==> src/hw/rtl/tsd_pkg.sv <==
// Package for the depth-first topological sort block.
// Holds payload structs, codes, controller states and the command/status structs.
// No dependencies.
package tsd_pkg;

  localparam int unsigned MaxJobsDefault  = 64;
  localparam int unsigned MaxEdgesDefault = 256;
  localparam int unsigned JobW = 6;

  typedef enum logic [1:0] {
    FuncDeclare = 2'd0,
    FuncEdge    = 2'd1,
    FuncRun     = 2'd2,
    FuncNone    = 2'd3
  } func_e;

  typedef enum logic [1:0] {
    StOrdered  = 2'd0,
    StCycle    = 2'd1,
    StEmpty    = 2'd2,
    StOverflow = 2'd3
  } status_e;

  typedef struct packed {
    logic [1:0]      func;
    logic [JobW-1:0] job_index;
    logic [JobW-1:0] prereq_index;
  } in_word_t;

  typedef struct packed {
    logic [JobW-1:0] job_out;
    logic [1:0]      status;
    logic            last;
  } out_word_t;

  typedef enum logic [3:0] {
    CtlIdle,
    CtlRoot,
    CtlRootWait,
    CtlTop,
    CtlScan,
    CtlEdgeWait,
    CtlChild,
    CtlEmit,
    CtlStatus,
    CtlClear
  } ctl_state_e;

  // Commands from controller to datapath
  typedef struct packed {
    logic load;        // apply a load word
    logic run_start;   // latch run, reset walk pointers
    logic root_rd;     // read node_order[r-1]
    logic root_take;   // decrement r
    logic push_root;
    logic top_rd;      // read stack top
    logic scan_rd;     // read edge at e
    logic scan_step;   // evaluate edge read
    logic child_eval;  // evaluate prereq
    logic emit_rd;     // read order_buffer at out pointer
    logic emit_step;   // advance out pointer
    logic clear_step;  // clear one mark entry
    logic clear_done;  // clear counts
  } cmd_t;

  // Status from datapath to controller
  typedef struct packed {
    logic r_zero;
    logic root_done;   // root already done
    logic sp_zero;
    logic edge_end;    // e reached edge_count
    logic edge_match;
    logic child_done;
    logic child_cycle;
    logic emit_last;
    logic clear_last;
    logic overflow;
    logic empty;
    logic n_zero;
  } stat_t;

endpackage

==> src/hw/rtl/tsd_ctrl.sv <==
// Controller state machine of the topological sort.
// Depends on tsd_pkg; sequences tsd_datapath through cmd_t and stat_t.
module tsd_ctrl (
  input  logic                  clk_i,
  input  logic                  rst_ni,
  input  logic                  in_valid_i,
  output logic                  in_ready_o,
  input  logic [1:0]            in_func_i,
  input  tsd_pkg::stat_t        stat_i,
  output tsd_pkg::cmd_t         cmd_o,
  output logic                  out_valid_o,
  input  logic                  out_ready_i,
  output logic [1:0]            out_status_o,
  output logic                  out_last_o,
  output logic                  out_from_buf_o
);
  tsd_pkg::ctl_state_e state_q, state_d;
  logic                ov_q, ov_d;       // output register full
  logic [1:0]          st_q, st_d;
  logic [1:0]          code_q, code_d;   // status code waiting for the output register
  logic                last_q, last_d;
  logic                buf_q, buf_d;

  always_ff @(posedge clk_i or negedge rst_ni) begin
    if (!rst_ni) begin
      state_q <= tsd_pkg::CtlIdle;
      ov_q    <= 1'b0;
      st_q    <= tsd_pkg::StOrdered;
      code_q  <= tsd_pkg::StOrdered;
      last_q  <= 1'b0;
      buf_q   <= 1'b0;
    end else begin
      state_q <= state_d;
      ov_q    <= ov_d;
      st_q    <= st_d;
      code_q  <= code_d;
      last_q  <= last_d;
      buf_q   <= buf_d;
    end
  end

  assign out_valid_o    = ov_q;
  assign out_status_o   = st_q;
  assign out_last_o     = last_q;
  assign out_from_buf_o = buf_q;

  logic out_free;
  assign out_free = !ov_q || out_ready_i;

  // next state and commands
  always_comb begin
    state_d    = state_q;
    cmd_o      = '0;
    in_ready_o = 1'b0;
    ov_d       = ov_q && !out_ready_i;
    st_d       = st_q;
    code_d     = code_q;
    last_d     = last_q;
    buf_d      = buf_q;
    case (state_q)
      tsd_pkg::CtlIdle: begin
        in_ready_o = 1'b1;
        if (in_valid_i) begin
          if (in_func_i == tsd_pkg::FuncRun) begin
            cmd_o.run_start = 1'b1;
            state_d = tsd_pkg::CtlRoot;
          end else begin
            cmd_o.load = 1'b1;
          end
        end
      end
      tsd_pkg::CtlRoot: begin
        if (stat_i.overflow) begin
          code_d = tsd_pkg::StOverflow;
          state_d = tsd_pkg::CtlStatus;
        end else if (stat_i.empty) begin
          code_d = tsd_pkg::StEmpty;
          state_d = tsd_pkg::CtlStatus;
        end else if (stat_i.r_zero) begin
          if (stat_i.n_zero) begin
            code_d = tsd_pkg::StCycle;
            state_d = tsd_pkg::CtlStatus;
          end else begin
            cmd_o.emit_rd = 1'b1;
            state_d = tsd_pkg::CtlEmit;
          end
        end else begin
          cmd_o.root_rd = 1'b1;
          cmd_o.root_take = 1'b1;
          state_d = tsd_pkg::CtlRootWait;
        end
      end
      tsd_pkg::CtlRootWait: begin
        if (stat_i.root_done) begin
          state_d = tsd_pkg::CtlRoot;
        end else begin
          cmd_o.push_root = 1'b1;
          state_d = tsd_pkg::CtlTop;
        end
      end
      tsd_pkg::CtlTop: begin
        if (stat_i.sp_zero) begin
          state_d = tsd_pkg::CtlRoot;
        end else begin
          cmd_o.top_rd = 1'b1;
          state_d = tsd_pkg::CtlScan;
        end
      end
      tsd_pkg::CtlScan: begin
        cmd_o.scan_rd = 1'b1;
        state_d = tsd_pkg::CtlEdgeWait;
      end
      tsd_pkg::CtlEdgeWait: begin
        cmd_o.scan_step = 1'b1;
        if (stat_i.edge_end) state_d = tsd_pkg::CtlTop;
        else if (stat_i.edge_match) state_d = tsd_pkg::CtlChild;
        else state_d = tsd_pkg::CtlScan;
      end
      tsd_pkg::CtlChild: begin
        if (stat_i.child_done) begin
          state_d = tsd_pkg::CtlTop;
        end else if (stat_i.child_cycle) begin
          code_d = tsd_pkg::StCycle;
          state_d = tsd_pkg::CtlStatus;
        end else begin
          cmd_o.child_eval = 1'b1;
          state_d = tsd_pkg::CtlTop;
        end
      end
      tsd_pkg::CtlEmit: begin
        // ord word is registered; move it into output register
        if (out_free) begin
          ov_d   = 1'b1;
          st_d   = tsd_pkg::StOrdered;
          last_d = stat_i.emit_last;
          buf_d  = 1'b1;
          cmd_o.emit_step = 1'b1;
          if (stat_i.emit_last) state_d = tsd_pkg::CtlClear;
          else state_d = tsd_pkg::CtlRoot;
        end
      end
      tsd_pkg::CtlStatus: begin
        if (out_free) begin
          ov_d   = 1'b1;
          st_d   = code_q;
          last_d = 1'b1;
          buf_d  = 1'b0;
          state_d = tsd_pkg::CtlClear;
        end
      end
      tsd_pkg::CtlClear: begin
        cmd_o.clear_step = 1'b1;
        if (stat_i.clear_last) begin
          cmd_o.clear_done = 1'b1;
          state_d = tsd_pkg::CtlIdle;
        end
      end
      default: state_d = tsd_pkg::CtlIdle;
    endcase
    // Emit loop: after each emit but the last, return through Root with r zero and n set
    if (state_q == tsd_pkg::CtlEmit && out_free && !stat_i.emit_last) begin
      state_d = tsd_pkg::CtlRoot;
    end
  end

endmodule

==> config.mk <==
export PLATFORM = sky130hd
export DESIGN_NAME = tsd_ctrl
export DESIGN_NICKNAME = d
export VERILOG_FILES = /design/src/hw/rtl/tsd_pkg.sv /design/src/hw/rtl/tsd_ctrl.sv
export SDC_FILE = /design/constraint.sdc
export NUM_CORES = 1
export LEC_CHECK = 0
export ABC_AREA = 1
export BUFFER_PORTS_ARGS = -buffer_cell sky130_fd_sc_hd__clkbuf_2
export CAP_MARGIN = 15
export CORE_UTILIZATION = 48
export DETAILED_ROUTE_END_ITERATION = 7
export PLACE_DENSITY = 0.83
export SLEW_MARGIN = 20
export SYNTH_ARGS = -nofsm -noshare
export SYNTH_HDL_FRONTEND = slang
export SYNTH_SLANG_ARGS = --single-unit
==> constraint.sdc <==
create_clock -name clk_i -period 2.5 [get_ports clk_i]
set_input_delay 0.125 -clock clk_i [delete_from_list [all_inputs] [get_ports clk_i]]
set_output_delay 0.125 -clock clk_i [all_outputs]
set_load 0.02 [all_outputs]
# Yosys cells after proc, flatten, opt, wreduce, memory -nomap -nowiden
# Cells that the tools add are included.
[totals]
ff_bits = 11
in_bits = 18
out_inout_bits = 19
word_cells = 103
[classes]
eq_ne = 21
muxes = 62
reduce_logical = 14
[ops]
columns = ["cell", "count"]
rows = [
  ["2-to-1 mux 4 bit", 14],
  ["case mux 4 bit (10 select lines)", 1],
  ["2-to-1 mux 2 bit", 17],
  ["2-to-1 mux 1 bit", 25],
  ["== test 4 x 3 -> 1 bit, second input constant", 4],
  ["inequality test 3 bit, second input constant", 4],
  ["AND reduction 5 bit", 2],
  ["== test 4 x 2 -> 1 bit, second input constant", 2],
  ["== test 4 bit, second input constant", 2],
  ["inequality test 2 bit, second input constant", 4],
  ["inequality test 4 bit, second input constant", 2],
  ["case mux 2 bit (2 select lines)", 2],
  ["== test 4 x 1 -> 1 bit, second input constant", 1],
  ["logical NOT 4 bit", 1],
  ["case mux 1 bit (2 select lines)", 2],
  ["nonzero test 2 bit", 2],
  ["logical AND 1 bit", 3],
  ["logical NOT 1 bit", 3],
  ["2-to-1 mux 3 bit", 1],
  ["inequality test 3 x 2 -> 1 bit, second input constant", 1],
  ["AND reduction 3 bit", 1],
  ["== test 2 bit, second input constant", 1],
  ["OR reduction 2 bit", 1],
  ["logical OR 1 bit", 1],
]

# Logic depth before layout (Yosys ltp)
[logic_depth]
word_depth = 6
mapped_depth = 9
depth_no_buf = 9

# Worst setup path after synthesis
# No wires, ideal clock.
[synth_timing]
path_type = "reg-to-output"
startpoint = "register state_q[3]"
endpoint = "output port cmd_o[10] (netlist bit)"
arrival_time_ns = 1.536
required_time_ns = 2.375
slack_ns = 0.839
stages_incl_launch_ff = 5
path_buffers = 1
path_cell_list = "dfrtp_1 nor2_2 nand2_1 nor3_1 buf_4"
[synth_rtl]
columns = ["element", "line_no", "text"]
rows = [
  ["from (decl)", "tsd_ctrl.sv:17", "tsd_pkg::ctl_state_e state_q, state_d;"],
  ["from (signal assigned)", "tsd_ctrl.sv:26", "state_q <= tsd_pkg::CtlIdle;"],
  ["from (signal assigned)", "tsd_ctrl.sv:33", "state_q <= state_d;"],
  ["to (decl)", "tsd_ctrl.sv:10", "output tsd_pkg::cmd_t cmd_o,"],
]

==> flow_summary.toml <==
[status]
status = "completed"

[pwr]
seqPwrFrac_pct = 29.9
p_sw_share_pct = 49.8
p_comb_share_pct = 57.5
clkPwrFrac_pct = 12.7
peakVddDrop_uv = 443
p_sw_mw = 0.484
p_per_area_mw_per_mm2 = 994
cellInternalPower_mw = 0.488
leakage_nw = 0.603
p_total_mw = 0.972

[cts]
cts_tree = "done"
hold_buffers = 1
clock-sinks = 11
cts_resized = 0
cts.path.max_buffers = 2
cts-root-buf = "clkbuf_4"
insertion_delay_ns = 0.27
clk_pin_slew_ns = 0.07
htree_num_levels = 1
cts_buffers = 3
post_cts_buffers = 0

[grt]
gr-total-overflow = 0
grt_pass1_vias = 740
grt_use_total_pct = 21.6
grt_max_degree = 12
antenna_found_initial = 0
grt_pass1_wl_um = 2930

[placement]
place.gp.congestion = 0.894
hpwl_um = 1420
post-place-ws_ns = 1.12
io_buffer_count = 36

[floorplanning]
coreArea_sq_mm = 0.00138
die_y_um = 41.5
io_pins = 37
die_w_um = 41.5
dieArea_sq_mm = 0.00173
fp-row-count = 13
initial_core_util_pct = 54.3

[setup_path]
cp.required_ns = 2.38
slowest_delay_ns = 0.43
worst_setup_path_end_kind = "output port"
path_max_fanout = 6
crit_slowest_cell = "dfrtp_1"
critPathKind = "register to output port"
path_buf_inv = 1
critPathTopFamily = "simple AND/OR/NAND/NOR gates"
crit_arrival_ns = 1.55
start_kind = "register"
cp_cell_sequence = "nor2_2 > nand2_1 > nor3_1 > clkbuf_2"

[timing]
fin_worst_skew_ns = 0.000527
min_period_ns = 1.67
fin_ws_ns = 0.829
final-hold-violation-count = 0
fin_crit_sh_pct = 66.8
tightest_slew_ns = 0.293
drv_slew = 0
rsz0062_at_grt = "false"
setup_viol = 0
tns_ns = 0
fmax_mhz = 599
whs_ns = 0.102
relSlewSlack_pct = 80.5

[routing]
routed_wl_um = 1670
final_antenna_net_count = 0
drtIter0Drc = 22
dr_total_vias = 842
dr.pass1.iters = 4
wire_per_inst_um = 9.61
drc = 0
viasPerCell = 4.84

[yosys]
synth-seq-cells = 11
ys_types = 18
synth_cells = 119
yosys_warnings = 0
synth_area_sq_um = 751
syn_area_per_cell_sq_um = 6.31
synth_nets = 137
synth_seq_area_share_pct = 36.7

[finish]
antenna_cells = 0
fin_nets = 178
area_growth_syn_to_layout_pct = 30.3
drive_above_1_share_pct = 29.6
fillerInstances = 133
final_common_cell = "clkbuf_2"
final_cell_mix = "36 x clkbuf_2, 32 x nand2_1, 23 x inv_1"

[run]
cap_violations = 0

[worst_hold_path]
hp-class = "primary input to register"
[logic make-up (layout without fill, tap and decap cells)]
| logic type | Yosys count | after routing | share of synthesized area, % |
|---|---|---|---|
| AO/OA/AOI/OAI | 12 | 12 | 8.83 |
| buffers and inverters | 25 | 65 | 13.0 |
| flip-flops | 11 | 11 | 36.7 |
| AND/OR/NAND/NOR | 71 | 71 | 41.5 |
[layer usage]
metal / part of all wire (%) / up-vias / routed length (um) / track usage, %
met5: 0 / - / 0 / 0
met4: 0.60 / 0 / 10 / 7.10
met3: 5.6 / 2 / 93 / 4.35
met2: 47 / 34 / 785 / 36.3
met1: 47 / 358 / 782 / 27.5
li1: - / 448 / - / -
[worst min-delay path, stage by stage]
cell	delay (ns)
clkbuf_2	0.07
o21ai_0	0.06
nand4_1	0.08
[final timing paths]
path | end | from | slack, ns | depth (start not counted)
max in group asynchronous | out_last_o | rst_ni | 2.01 | 2
hold reg to reg | out_from_buf_o | out_from_buf_o | 0.49 | 1
min in group asynchronous | state_q[0] | rst_ni | 0.27 | 2
setup / recovery | cmd_o[10] | state_q[3] | 0.83 | 4
setup reg to reg | state_q[3] | state_q[3] | 1.19 | 8
hold / removal | state_q[1] | stat_i[7] | 0.10 | 3
[synthesized netlist by cell type]
cell | number | area (sq um)
a21oi_1 | 1 | 5.00
a31oi_1 | 1 | 6.26
buf_4 | 1 | 7.51
dfrtp_1 | 11 | 275
inv_1 | 23 | 86.3
inv_2 | 1 | 3.75
nand2_1 | 32 | 120
nand2_2 | 1 | 6.26
nand3_1 | 9 | 45.0
nand4_1 | 2 | 12.5
nor2_1 | 16 | 60.1
nor2_2 | 5 | 31.3
nor2_4 | 1 | 11.3
nor3_1 | 5 | 25.0
o211ai_1 | 1 | 7.51
o21a_1 | 1 | 7.51
o21ai_0 | 7 | 35.0
o21ai_1 | 1 | 5.00
[area by class of cell]
| class | instances | area [sq um] | share of cell area [%] |
|---|---|---|---|
| multi-input combinational | 83 | 378 | 38.6 |
| sequential | 11 | 275 | 28.1 |
| timing repair buffer | 37 | 190 | 19.4 |
| inverter | 24 | 90.1 | 9.21 |
| clock buffer | 4 | 26.3 | 2.69 |
| tap | 15 | 18.8 | 1.92 |
[stage by stage]
step | instance area [sq um] | instances | util [%]
after floorplan | 751 | 119 | -
final | 978 | 174 | 70.8
after detailed placement | 942 | 169 | 68.1
after CTS | 978 | 174 | 70.8
after global routing | 978 | 174 | 70.8
after global placement | 942 | 169 | 68.1
[state kept, by name (all words and copies together) (netlist names)]
name and cells:
code_q 2, out_from_buf_o 1, out_valid_o 1, out_last_o 1, out_status_o 2, state_q 4
[power groups by stage]
stage	Combinational (mW)	Sequential [mW]	Clock (mW)
floorplan	0.382	0.319	0
global placement	0.549	0.289	0
CTS	0.562	0.290	0.124
global route	0.630	0.299	0.133
detailed placement	0.559	0.294	0
finish	0.559	0.291	0.123
Note: power is estimated with default switching activity, not from simulation.
